## config.mk

```make
export PLATFORM = sky130hd
export DESIGN_NAME = modbus_rtu_frame_receiver_flat
export DESIGN_NICKNAME = d
export VERILOG_FILES = /design/src/sv/mbrtu_pkg.sv /design/src/sv/mbrtu_if.sv /design/src/sv/modbus_rtu_frame_receiver.sv /design/src/sv/mbrtu_crc_update.sv /design/src/sv/mbrtu_frame_fsm.sv /design/src/flat_wrapper.sv
export SDC_FILE = /design/constraint.sdc
export NUM_CORES = 1
export LEC_CHECK = 0
export ABC_AREA = 1
export BUFFER_PORTS_ARGS = -buffer_cell sky130_fd_sc_hd__buf_2
export CORE_MARGIN = 2
export CORE_UTILIZATION = 45
export DETAILED_ROUTE_END_ITERATION = 7
export PLACE_DENSITY_LB_ADDON = 0.15
export SETUP_SLACK_MARGIN = 0.5
export SLEW_MARGIN = 40
export SYNTH_ARGS = -nofsm -noshare
export SYNTH_HDL_FRONTEND = slang
export SYNTH_SLANG_ARGS = --single-unit
```

## constraint.sdc

```tcl
create_clock -name clk -period 2.8 [get_ports clk]
set_input_delay 0.14 -clock clk [delete_from_list [all_inputs] [get_ports clk]]
set_output_delay 0.14 -clock clk [all_outputs]
set_load 0.01 [all_outputs]
```

## src/sv/mbrtu_pkg.sv

```systemverilog
// Package: types and constants of the Modbus RTU frame receiver.
`timescale 1ns / 1ps

package mbrtu_pkg;

  localparam logic [15:0] CRC_INIT         = 16'hFFFF;
  localparam logic [15:0] CRC_POLY         = 16'hA001;
  localparam logic [7:0]  LONG_FUNC_MIN    = 8'd7;
  localparam logic [8:0]  FIXED_PAYLOAD    = 9'd4;
  localparam logic [7:0]  SLAVE_ADDR_RESET = 8'd1;

  typedef enum logic [2:0] {
    PH_ADDR   = 3'd0,
    PH_FUNC   = 3'd1,
    PH_FIXED  = 3'd2,
    PH_COUNT  = 3'd3,
    PH_VALUE  = 3'd4,
    PH_CRC_LO = 3'd5,
    PH_CRC_HI = 3'd6
  } phase_t;

  typedef enum logic [2:0] {
    ROLE_ADDR    = 3'd0,
    ROLE_FUNC    = 3'd1,
    ROLE_PAYLOAD = 3'd2,
    ROLE_CRC_LO  = 3'd3,
    ROLE_CRC_HI  = 3'd4
  } role_t;

  typedef struct packed {
    logic [7:0] byte_value;
    role_t      byte_role;
    logic [8:0] payload_index;
    logic       frame_end;
    logic       crc_ok;
    logic       address_match;
    logic [8:0] payload_length;
  } res_t;

endpackage

```

## src/sv/mbrtu_if.sv

```systemverilog
// Interfaces: received-byte channel and per-byte result channel.
`timescale 1ns / 1ps

interface mbrtu_rx_if;
  logic       valid;
  logic       ready;
  logic [7:0] rx_byte;

  modport source (output valid, output rx_byte, input ready);
  modport sink (input valid, input rx_byte, output ready);
endinterface

interface mbrtu_res_if;
  logic       valid;
  logic       ready;
  logic [7:0] byte_value;
  logic [2:0] byte_role;
  logic [8:0] payload_index;
  logic       frame_end;
  logic       crc_ok;
  logic       address_match;
  logic [8:0] payload_length;

  modport source (output valid, output byte_value, output byte_role, output payload_index,
                  output frame_end, output crc_ok, output address_match,
                  output payload_length, input ready);
  modport sink (input valid, input byte_value, input byte_role, input payload_index,
                input frame_end, input crc_ok, input address_match,
                input payload_length, output ready);
endinterface

```

## src/sv/modbus_rtu_frame_receiver.sv

```systemverilog
// Modbus RTU request receiver: one result per received byte, CRC and address check at frame end.
// Takes one byte per clock while the result side keeps taking items; a byte accepted into the input
// register moves on into the result register once that is free, and its result is presented there (input
// register, then result register). Throughput is one byte per cycle as long as the result side keeps taking
// items; the path between the registers is the byte-wide CRC-16 update, eight unrolled
// shift/xor steps, plus the frame state decode. The result register lets a new byte enter
// while a finished result still waits. slave_address resets to 1 and is sampled when a
// frame's address byte is processed.
`timescale 1ns / 1ps

module modbus_rtu_frame_receiver
  import mbrtu_pkg::*;
(
  input  logic              clk,
  input  logic              rst,
  input  logic              slave_address_we,
  input  logic [7:0]        slave_address,
  mbrtu_rx_if.sink          rx,
  mbrtu_res_if.source       res
);

  logic [7:0] slave_addr_reg;
  logic       in_valid;
  logic [7:0] in_byte;
  logic       out_valid;
  res_t       out_data;
  res_t       fsm_result;
  logic       advance;

  // item moves from the input register into the result register
  assign advance  = in_valid && (!out_valid || res.ready);
  assign rx.ready = !in_valid || advance;

  always_ff @(posedge clk) begin
    if (rst) begin
      slave_addr_reg <= SLAVE_ADDR_RESET;
    end else if (slave_address_we) begin
      slave_addr_reg <= slave_address;
    end
  end

  always_ff @(posedge clk) begin
    if (rst) begin
      in_valid <= 1'b0;
    end else if (rx.ready) begin
      in_valid <= rx.valid;
    end
  end

  always_ff @(posedge clk) begin
    if (rx.ready && rx.valid) begin
      in_byte <= rx.rx_byte;
    end
  end

  mbrtu_frame_fsm u_fsm (
    .clk           (clk),
    .rst           (rst),
    .step          (advance),
    .data          (in_byte),
    .slave_address (slave_addr_reg),
    .result        (fsm_result)
  );

  always_ff @(posedge clk) begin
    if (rst) begin
      out_valid <= 1'b0;
    end else if (advance) begin
      out_valid <= 1'b1;
    end else if (res.ready) begin
      out_valid <= 1'b0;
    end
  end

  always_ff @(posedge clk) begin
    if (advance) begin
      out_data <= fsm_result;
    end
  end

  assign res.valid          = out_valid;
  assign res.byte_value     = out_data.byte_value;
  assign res.byte_role      = out_data.byte_role;
  assign res.payload_index  = out_data.payload_index;
  assign res.frame_end      = out_data.frame_end;
  assign res.crc_ok         = out_data.crc_ok;
  assign res.address_match  = out_data.address_match;
  assign res.payload_length = out_data.payload_length;

endmodule

```

## src/sv/mbrtu_crc_update.sv

```systemverilog
// CRC-16/MODBUS update over one byte, unrolled bit by bit.
`timescale 1ns / 1ps

module mbrtu_crc_update
  import mbrtu_pkg::*;
(
  input  logic [15:0] crc_in,
  input  logic [7:0]  data,
  output logic [15:0] crc_out
);

  always_comb begin
    logic [15:0] c;
    c = crc_in ^ {8'd0, data};
    for (int k = 0; k < 8; k++) begin
      if (c[0]) begin
        c = (c >> 1) ^ CRC_POLY;
      end else begin
        c = c >> 1;
      end
    end
    crc_out = c;
  end

endmodule

```

## src/sv/mbrtu_frame_fsm.sv

```systemverilog
// Frame state machine: byte roles, payload counting, running CRC, end-of-frame checks.
`timescale 1ns / 1ps

module mbrtu_frame_fsm
  import mbrtu_pkg::*;
(
  input  logic       clk,
  input  logic       rst,
  input  logic       step,
  input  logic [7:0] data,
  input  logic [7:0] slave_address,
  output res_t       result
);

  phase_t      phase, phase_next;
  logic [8:0]  payload_count, payload_count_next;
  logic [8:0]  expected_length, expected_length_next;
  logic [15:0] running_crc, running_crc_next;
  logic [7:0]  crc_low_byte, crc_low_byte_next;
  logic [7:0]  function_code, function_code_next;
  logic        address_hit, address_hit_next;

  logic [15:0] crc_seed;
  logic [15:0] crc_fed;
  logic [8:0]  count_inc;

  assign crc_seed  = (phase == PH_FUNC || phase == PH_FIXED || phase == PH_COUNT ||
                      phase == PH_VALUE) ? running_crc : CRC_INIT;
  assign count_inc = payload_count + 9'd1;

  mbrtu_crc_update u_crc (
    .crc_in  (crc_seed),
    .data    (data),
    .crc_out (crc_fed)
  );

  always_ff @(posedge clk) begin
    if (rst) begin
      phase           <= PH_ADDR;
      payload_count   <= '0;
      expected_length <= '0;
      running_crc     <= CRC_INIT;
      crc_low_byte    <= '0;
      function_code   <= '0;
      address_hit     <= 1'b0;
    end else if (step) begin
      phase           <= phase_next;
      payload_count   <= payload_count_next;
      expected_length <= expected_length_next;
      running_crc     <= running_crc_next;
      crc_low_byte    <= crc_low_byte_next;
      function_code   <= function_code_next;
      address_hit     <= address_hit_next;
    end
  end

  always_comb begin
    phase_next           = phase;
    payload_count_next   = payload_count;
    expected_length_next = expected_length;
    running_crc_next     = running_crc;
    crc_low_byte_next    = crc_low_byte;
    function_code_next   = function_code;
    address_hit_next     = address_hit;

    result                = '0;
    result.byte_value     = data;
    result.byte_role      = ROLE_ADDR;

    case (phase)
      PH_FUNC: begin
        result.byte_role   = ROLE_FUNC;
        function_code_next = data;
        payload_count_next = '0;
        running_crc_next   = crc_fed;
        phase_next         = PH_FIXED;
      end
      PH_FIXED: begin
        result.byte_role     = ROLE_PAYLOAD;
        result.payload_index = payload_count;
        running_crc_next     = crc_fed;
        payload_count_next   = count_inc;
        if (count_inc >= FIXED_PAYLOAD) begin
          if (function_code < LONG_FUNC_MIN) begin
            expected_length_next = count_inc;
            phase_next           = PH_CRC_LO;
          end else begin
            phase_next = PH_COUNT;
          end
        end
      end
      PH_COUNT: begin
        result.byte_role     = ROLE_PAYLOAD;
        result.payload_index = payload_count;
        running_crc_next     = crc_fed;
        payload_count_next   = count_inc;
        expected_length_next = count_inc + {1'b0, data};
        // zero byte count goes straight to the CRC
        phase_next           = (data == 8'd0) ? PH_CRC_LO : PH_VALUE;
      end
      PH_VALUE: begin
        result.byte_role     = ROLE_PAYLOAD;
        result.payload_index = payload_count;
        running_crc_next     = crc_fed;
        payload_count_next   = count_inc;
        if (count_inc >= expected_length) begin
          phase_next = PH_CRC_LO;
        end
      end
      PH_CRC_LO: begin
        result.byte_role  = ROLE_CRC_LO;
        crc_low_byte_next = data;
        phase_next        = PH_CRC_HI;
      end
      PH_CRC_HI: begin
        result.byte_role      = ROLE_CRC_HI;
        result.frame_end      = 1'b1;
        result.crc_ok         = ({data, crc_low_byte} == running_crc);
        result.address_match  = address_hit;
        result.payload_length = payload_count;
        running_crc_next      = CRC_INIT;
        phase_next            = PH_ADDR;
      end
      default: begin
        // address byte; also recovers from the unused phase code
        result.byte_role     = ROLE_ADDR;
        address_hit_next     = (data == slave_address);
        running_crc_next     = crc_fed;
        payload_count_next   = '0;
        expected_length_next = '0;
        phase_next           = PH_FUNC;
      end
    endcase
  end

endmodule

```

## src/flat_wrapper.sv

```systemverilog
// flat-port wrapper written by rule: the top's interface ports become plain ports
module modbus_rtu_frame_receiver_flat import mbrtu_pkg::*;
  (clk, rst, slave_address_we, slave_address, rx_valid, rx_rx_byte, rx_ready, res_valid, res_byte_value, res_byte_role, res_payload_index, res_frame_end, res_crc_ok, res_address_match, res_payload_length, res_ready);
  mbrtu_rx_if rx_i ();
  mbrtu_res_if res_i ();
  input  logic clk;
  input  logic rst;
  input  logic slave_address_we;
  input  logic [7:0] slave_address;
  input wire logic [$bits(rx_i.valid)-1:0] rx_valid;
  input wire logic [$bits(rx_i.rx_byte)-1:0] rx_rx_byte;
  output wire logic [$bits(rx_i.ready)-1:0] rx_ready;
  output wire logic [$bits(res_i.valid)-1:0] res_valid;
  output wire logic [$bits(res_i.byte_value)-1:0] res_byte_value;
  output wire logic [$bits(res_i.byte_role)-1:0] res_byte_role;
  output wire logic [$bits(res_i.payload_index)-1:0] res_payload_index;
  output wire logic [$bits(res_i.frame_end)-1:0] res_frame_end;
  output wire logic [$bits(res_i.crc_ok)-1:0] res_crc_ok;
  output wire logic [$bits(res_i.address_match)-1:0] res_address_match;
  output wire logic [$bits(res_i.payload_length)-1:0] res_payload_length;
  input wire logic [$bits(res_i.ready)-1:0] res_ready;
  assign rx_i.valid = rx_valid;
  assign rx_i.rx_byte = rx_rx_byte;
  assign rx_ready = rx_i.ready;
  assign res_valid = res_i.valid;
  assign res_byte_value = res_i.byte_value;
  assign res_byte_role = res_i.byte_role;
  assign res_payload_index = res_i.payload_index;
  assign res_frame_end = res_i.frame_end;
  assign res_crc_ok = res_i.crc_ok;
  assign res_address_match = res_i.address_match;
  assign res_payload_length = res_i.payload_length;
  assign res_i.ready = res_ready;
  modbus_rtu_frame_receiver u_core (.clk(clk), .rst(rst), .slave_address_we(slave_address_we), .slave_address(slave_address), .rx(rx_i), .res(res_i));
endmodule
```

==> results.sh, run 1 <==
export IMPL_status="complete, no violations"
export IMPL_dpl_hpwl_mm=9.393
export IMPL_postRouteAntennaNets=0
export IMPL_rsz0062_at_grt="yes"
export IMPL_p_total_uw=3574
export IMPL_cts_tree="yes"
export IMPL_syn_area_um2=5291
export IMPL_cp_endpoint="u_core.u_fsm.expected_length[8]"
export IMPL_slowest_delay_ns=0.37
export IMPL_critical_path_startpoint="u_core.u_fsm.payload_count[1]"
export IMPL_place_gp_congestion=0.8844
export IMPL_worstHoldStart="slave_address[3]"
export IMPL_p_per_area_nw_per_um2=544.2
export IMPL_viasPerCell=5.431
export IMPL_grt_pass1_wl_mm=21.89
export IMPL_grt_pass1_vias=4324
export IMPL_totalWireLength_mm=13.66
export IMPL_cp_required_ns=3.09
export IMPL_insertedDiodeCount=0
export IMPL_grt_max_degree=40
export IMPL_hold_viol=0
export IMPL_final_cell_mix="112 x nand2_1, 60 x nor2_1, 58 x dfxtp_1, 55 x inv_1, 54 x buf_2"
export IMPL_hold_class="primary input to register"
export IMPL_cts_buffers=9
export IMPL_synth_top_area_frac=0.2421
export IMPL_port_buffers=54
export IMPL_area_growth_pct=24.14
export IMPL_syn_inst=644
export IMPL_wl_per_cell_um=15.54
export IMPL_worstMarginPinSlew_ns=0.6296
export IMPL_reg2reg_from="u_core.u_fsm.payload_count[1]"
export IMPL_layout_drive_gt1_share=0.2554
export IMPL_ir_drop_mv=0.3556
export IMPL_fin_nets=771
export IMPL_cp_max_fo=4
export IMPL_vias=4774
export IMPL_clock_latency_ns=0.36
export IMPL_drcViolationCount=0
export IMPL_slew_headroom=0.5787
export IMPL_dieArea_um2=12640
export IMPL_largest_register="u_core.u_fsm.running_crc"
export IMPL_grt_use_total=0.2204
export IMPL_synth_top_cell_by_area="dfxtp_1"
export IMPL_synth_area_per_cell_um2=8.216
export IMPL_period_needed_ns=2.380
export IMPL_firstDrtPassIters=5
export IMPL_synth_area_top_cells="dfxtp_1 24%, edfxtp_1 23%, nand2_1 8.2%"
export IMPL_clock_sinks=104
export IMPL_startpoint_type="register"
export IMPL_leakage_uw=0.002728
export IMPL_core_rowCount=39
export IMPL_io_pins=55
export IMPL_final_common_cell="nand2_1"
export IMPL_ys_warn_count=0
export IMPL_cts_buffer_depth=2
export IMPL_finClkSkew_ns=0.005734
export IMPL_core_area_um2=11470
export IMPL_die_height_um=112.4
export IMPL_cp_top_family="simple AND/OR/NAND/NOR gates"
export IMPL_start_util=0.4614
export IMPL_clk_pin_slew_ns=0.07
export IMPL_htree_levels=3
export IMPL_ys_ff_latch=104
export IMPL_critPathBufInv=2
export IMPL_antenna_found_initial=0
export IMPL_root_buffer="clkbuf_16"
export IMPL_setup_viol=0
export IMPL_cap_violations=0
export IMPL_synth_nets=684
export IMPL_drt_initial_drc_count=481
export IMPL_r2r_cells=14
export IMPL_path_depth=14
export IMPL_overflow=0
export IMPL_cpMaxStageDelayCell="dfxtp_4"
export IMPL_arrival_ns=2.67
export IMPL_path_cells="inv_4 -> nor3_4 -> nand3_4 -> nor3_4 -> xor2_2 -> inv_2 -> ha_4 -> a21oi_2 -> o21ai_1 -> a21oi_1 -> nor2_1 -> xnor2_1 -> nand2_1 -> a21oi_2"
export IMPL_fin_setup_tns_ns=0
export IMPL_ys_seq_area_frac=0.4691
export IMPL_path_class="register to register"
export IMPL_timing_rr_end="u_core.u_fsm.expected_length[8]"
export IMPL_largest_reg_flops=16
export IMPL_ys_types=44
export IMPL_die_x_um=112.4
export IMPL_reg2reg_slack_ns=0.42
export IMPL_end_kind="register"
export IMPL_period_share=0.8502
export IMPL_drv_slew=0
export IMPL_fmax_ghz=0.4201
## per-layer routing
metal / up-vias / track usage / wire [µm]
li1: 2356 / - / -
met1: 2246 / 0.3272 / 6601
met2: 157 / 0.3249 / 6001
met3: 15 / 0.03726 / 843
met4: 0 / 0.07967 / 209
met5: - / 0 / 0
## cell usage after synthesis
library cell / number
nor2_1: 62
nand4_1: 4
o21ai_2: 1
nand2_2: 18
nand3_1: 36
xor2_1: 19
a22o_1: 1
clkbuf_2: 1
a32o_1: 2
a31oi_1: 1
a221oi_1: 4
nand2_1: 116
fa_1: 1
o22ai_1: 7
ha_1: 18
buf_2: 2
o21ai_0: 54
buf_1: 2
or2_2: 3
o221ai_1: 1
buf_6: 2
a211oi_1: 3
inv_1: 64
xnor2_1: 3
clkbuf_1: 11
nor4_1: 5
o211ai_1: 7
nor3_1: 4
dfxtp_1: 64
o31ai_1: 1
clkinv_1: 2
o21ai_1: 2
nand2_4: 1
xor2_2: 1
nor3_2: 2
nor2_4: 1
inv_2: 5
or2_4: 1
buf_4: 2
a21oi_1: 64
nand3b_1: 1
edfxtp_1: 40
nand3_2: 4
nand3_4: 1
## power by group
part / switching, µW / total (µW) / internal [µW]
clock: 573 / 1360 / 789
sequential: 56.9 / 1700 / 1640
combinational: 327 / 515 / 188
## worst min-delay path, cell delays in order
cell,delay (ns)
buf_2,0.08
nor2_1,0.03
nor2_1,0.08
## repair_timing
item	CTS	global route
setup endpoints to repair	14	27
hold buffers	9	0
endpoints found under the hold margin	9	0
pin swaps	12	25
setup buffers	7	16
cloned	0	1
gates resized for setup	30	40
## final cells by class
class                      count  area, µm²
timing repair buffer          95      604.3
sequential                   104       2495
clock inverter                 6      90.09
tap                          143      178.9
clock buffer                  10      229.0
fill                        1016       4898
inverter                      71      280.3
multi-input combinational    450       2691
## through the flow
step | worst slack (ns) | hold WS (ns) | area, µm² | cells | utilization
after floorplan | 0.5242 | 0.2389 | 5291 | 644 | -
after global placement | 0.2266 | 0.3167 | 5707 | 830 | 0.4977
after detailed placement | 0.1519 | 0.3181 | 5707 | 830 | 0.4977
after CTS | 0.4359 | 0.001229 | 6289 | 862 | 0.5484
after global routing | 0.1858 | 0.009619 | 6569 | 879 | 0.5728
final | 0.4195 | 0.009446 | 6569 | 879 | 0.5728
## how the worst min path moves through the flow
stage	to	slack (ns)	depth (start not counted)
floorplan	u_core.in_byte[0]	0.24	0
global placement	u_core.in_byte[7]	0.32	1
detailed placement	u_core.in_byte[5]	0.32	1
CTS	u_core.slave_addr_reg[1]	0.001	3
global route	u_core.slave_addr_reg[3]	0.01	3
finish	u_core.slave_addr_reg[3]	0.009	3
## logic make-up after synthesis
kind of cell	share of synthesized area
AND/OR/NAND/NOR	0.2216
buffers and inverters	0.06952
flip-flops	0.4691
XOR/XNOR	0.03949
adder cells (fa/ha/maj)	0.04635
AO/OA/AOI/OAI	0.1539
Power figures use the tool's default switching activity.
==> run 2, diff against run 1 <==
Settings changed: MAX_ROUTING_LAYER from default to met4.
Clock period 2.8 ns to 2.3 ns, I/O delays scaled along.
==> results.sh, run 2 (synthesis gave the netlist of run 1 again) <==
export IMPL_clk_pin_slew_ns=0.07
export IMPL_totalWireLength_mm=16.08
export IMPL_cp_required_ns=2.59
export IMPL_ir_drop_mv=0.3444
export IMPL_worstHoldStart="slave_address[5]"
export IMPL_firstDrtPassIters=5
export IMPL_setup_ws_ns=-0.07046
export IMPL_cts_buffers=9
export IMPL_drt_initial_drc_count=430
export IMPL_worstMarginPinSlew_ns=0.6576
export IMPL_drt_met1_wl_mm=6.926
export IMPL_seq_area_um2=2504
export IMPL_timing_rr_end="u_core.u_fsm.expected_length[8]"
export IMPL_grt_pass1_vias=4654
export IMPL_port_buffers=54
export IMPL_status="finished, violations left"
export IMPL_setup_viol=8
export IMPL_hold_ws_ns=-0.002708
export IMPL_leakage_uw=0.003181
export IMPL_arrival_ns=2.66
export IMPL_antenna_found_initial=0
export IMPL_multi_input_area_um2=3296
export IMPL_holdPathStages=3
export IMPL_cp_max_fo=7
export IMPL_layout_drive_gt1_share=0.4174
export IMPL_die_x_um=112.4
export IMPL_drv_slew=0
export IMPL_dpl_hpwl_mm=9.551
export IMPL_largest_reg_flops=16
export IMPL_path_class="register to register"
export IMPL_finClkSkew_ns=0.007201
export IMPL_wl_met2_mm=7.465
export IMPL_start_util=0.4614
export IMPL_core_area_um2=11470
export IMPL_period_needed_ns=2.370
export IMPL_cp_top_family="simple AND/OR/NAND/NOR gates"
export IMPL_die_height_um=112.4
export IMPL_grt_pass1_wl_mm=23.23
export IMPL_dieArea_um2=12640
export IMPL_hold_class="primary input to register"
export IMPL_overflow=0
export IMPL_r2r_cells=14
export IMPL_fmax_ghz=0.4219
export IMPL_reg2reg_slack_ns=-0.07
export IMPL_p_per_area_nw_per_um2=584.1
export IMPL_hold_viol=2
export IMPL_final_common_cell="buf_4"
export IMPL_period_share=1.031
export IMPL_violations="negative hold slack, negative setup slack"
export IMPL_dr_max_layer_used="met4"
export IMPL_largest_register="u_core.u_fsm.running_crc"
export IMPL_clock_sinks=104
export IMPL_cap_violations=0
export IMPL_critPathBufInv=5
export IMPL_cts_buffer_depth=2
export IMPL_final_cell_mix="68 x buf_4, 66 x nand2_1, 57 x dfxtp_1, 54 x buf_2, 51 x nor2_1"
export IMPL_grt_max_degree=35
export IMPL_end_kind="register"
export IMPL_wl_per_cell_um=17.18
export IMPL_area_growth_pct=44.60
export IMPL_cts_tree="yes"
export IMPL_slew_headroom=0.5600
export IMPL_rsz0062_at_grt="yes"
export IMPL_met3_length_mm=1.248
export IMPL_min_to="u_core.slave_addr_reg[5]"
export IMPL_viasPerCell=5.553
export IMPL_postRouteAntennaNets=0
export IMPL_insertedDiodeCount=0
export IMPL_vias=5198
export IMPL_clock_latency_ns=0.35
export IMPL_nFillCells=869
export IMPL_cpMaxStageDelayCell="dfxtp_4"
export IMPL_place_gp_congestion=0.9560
export IMPL_reg2reg_from="u_core.u_fsm.payload_count[1]"
export IMPL_root_buffer="clkbuf_16"
export IMPL_startpoint_type="register"
export IMPL_htree_levels=3
export IMPL_core_rowCount=39
export IMPL_fin_nets=828
export IMPL_p_total_uw=4469
export IMPL_io_pins=55
export IMPL_path_cells="inv_4 -> nor3_4 -> nand3_2 -> buf_4 -> xor2_4 -> buf_4 -> nor3_1 -> nand3_2 -> nand2_2 -> inv_4 -> buf_6 -> nand3_4 -> nand2_1 -> a21oi_2"
export IMPL_slowest_delay_ns=0.38
export IMPL_grt_use_total=0.2405
export IMPL_drcViolationCount=0
## run 2: cell types whose count changed in the layout (fill, tap and decap cells not counted), moves of 7 or more
| cell | previous run | this run |
|---|---|---|
| buf_4 | 31 | 68 |
| buf_6 | 1 | 10 |
| nand2_1 | 112 | 66 |
| nand2_2 | 22 | 35 |
| nand2_4 | 1 | 33 |
| nand3_1 | 35 | 20 |
| nand3_2 | 4 | 15 |
| nor2_1 | 60 | 51 |
| nor2_4 | 1 | 8 |
| o21ai_0 | 48 | 41 |
| o21ai_2 | 2 | 10 |
## run 2: worst max-delay path by stage
stage                                  startpoint                               to  slack, ns  depth (start not counted)
floorplan           u_core.u_fsm.payload_count[0]  u_core.u_fsm.expected_length[8]       0.12                         14
global placement    u_core.u_fsm.payload_count[0]  u_core.u_fsm.expected_length[6]       0.04                         15
detailed placement  u_core.u_fsm.payload_count[1]  u_core.u_fsm.expected_length[8]     -0.007                         14
CTS                 u_core.u_fsm.payload_count[0]  u_core.u_fsm.expected_length[8]       0.01                         14
global route        u_core.u_fsm.payload_count[1]  u_core.u_fsm.expected_length[8]      -0.25                         14
finish              u_core.u_fsm.payload_count[1]  u_core.u_fsm.expected_length[8]      -0.07                         14
## run 2: timing repair
| item | in CTS | in global routing |
|---|---|---|
| gates cloned | 2 | 2 |
| pin swaps | 41 | 56 |
| endpoints found under the hold margin | 14 | 0 |
| setup buffers | 34 | 21 |
| endpoints found under the setup margin | 28 | 40 |
| resized for setup | 70 | 129 |
| hold buffers | 14 | 0 |
## run 2: worst min-delay path: stages
cell and delay, ns:
buf_2 0.08, nor2_1 0.04, nor2_1 0.08
## run 2: area by class of cell
cell class	instances	share of cell area
multi-input combinational	452	0.4307
sequential	104	0.3272
timing repair buffer	150	0.1439
inverter	71	0.03990
clock buffer	12	0.03222
tap	143	0.02339
clock inverter	4	0.002617
## run 2: metal layers
metal,GRT usage,up-vias
met1,0.3307,2431
met4,0.07886,0
li1,-,2479
met2,0.3550,249
met5,-,-
met3,0.05292,39
## run 2: power breakdown
| group | leakage (µW) | switching, µW | internal [µW] |
|---|---|---|---|
| sequential | 0.000905 | 68.7 | 2000 |
| combinational | 0.00215 | 587 | 395 |
| clock | 0.000128 | 666 | 756 |
## run 2: stage by stage
step,cell area (µm²),utilization,instances,setup slack [ns],TNS [ns]
2_1_floorplan,5455,-,644,0.1234,0
3_3_place_gp,6022,0.5252,847,0.04052,0
3_5_place_dp,6022,0.5252,847,-0.007338,-0.01455
4_1_cts,6952,0.6062,913,0.01209,0
5_1_grt,7651,0.6672,936,-0.2475,-1.298
6_report,7651,0.6672,936,-0.07046,-0.3865
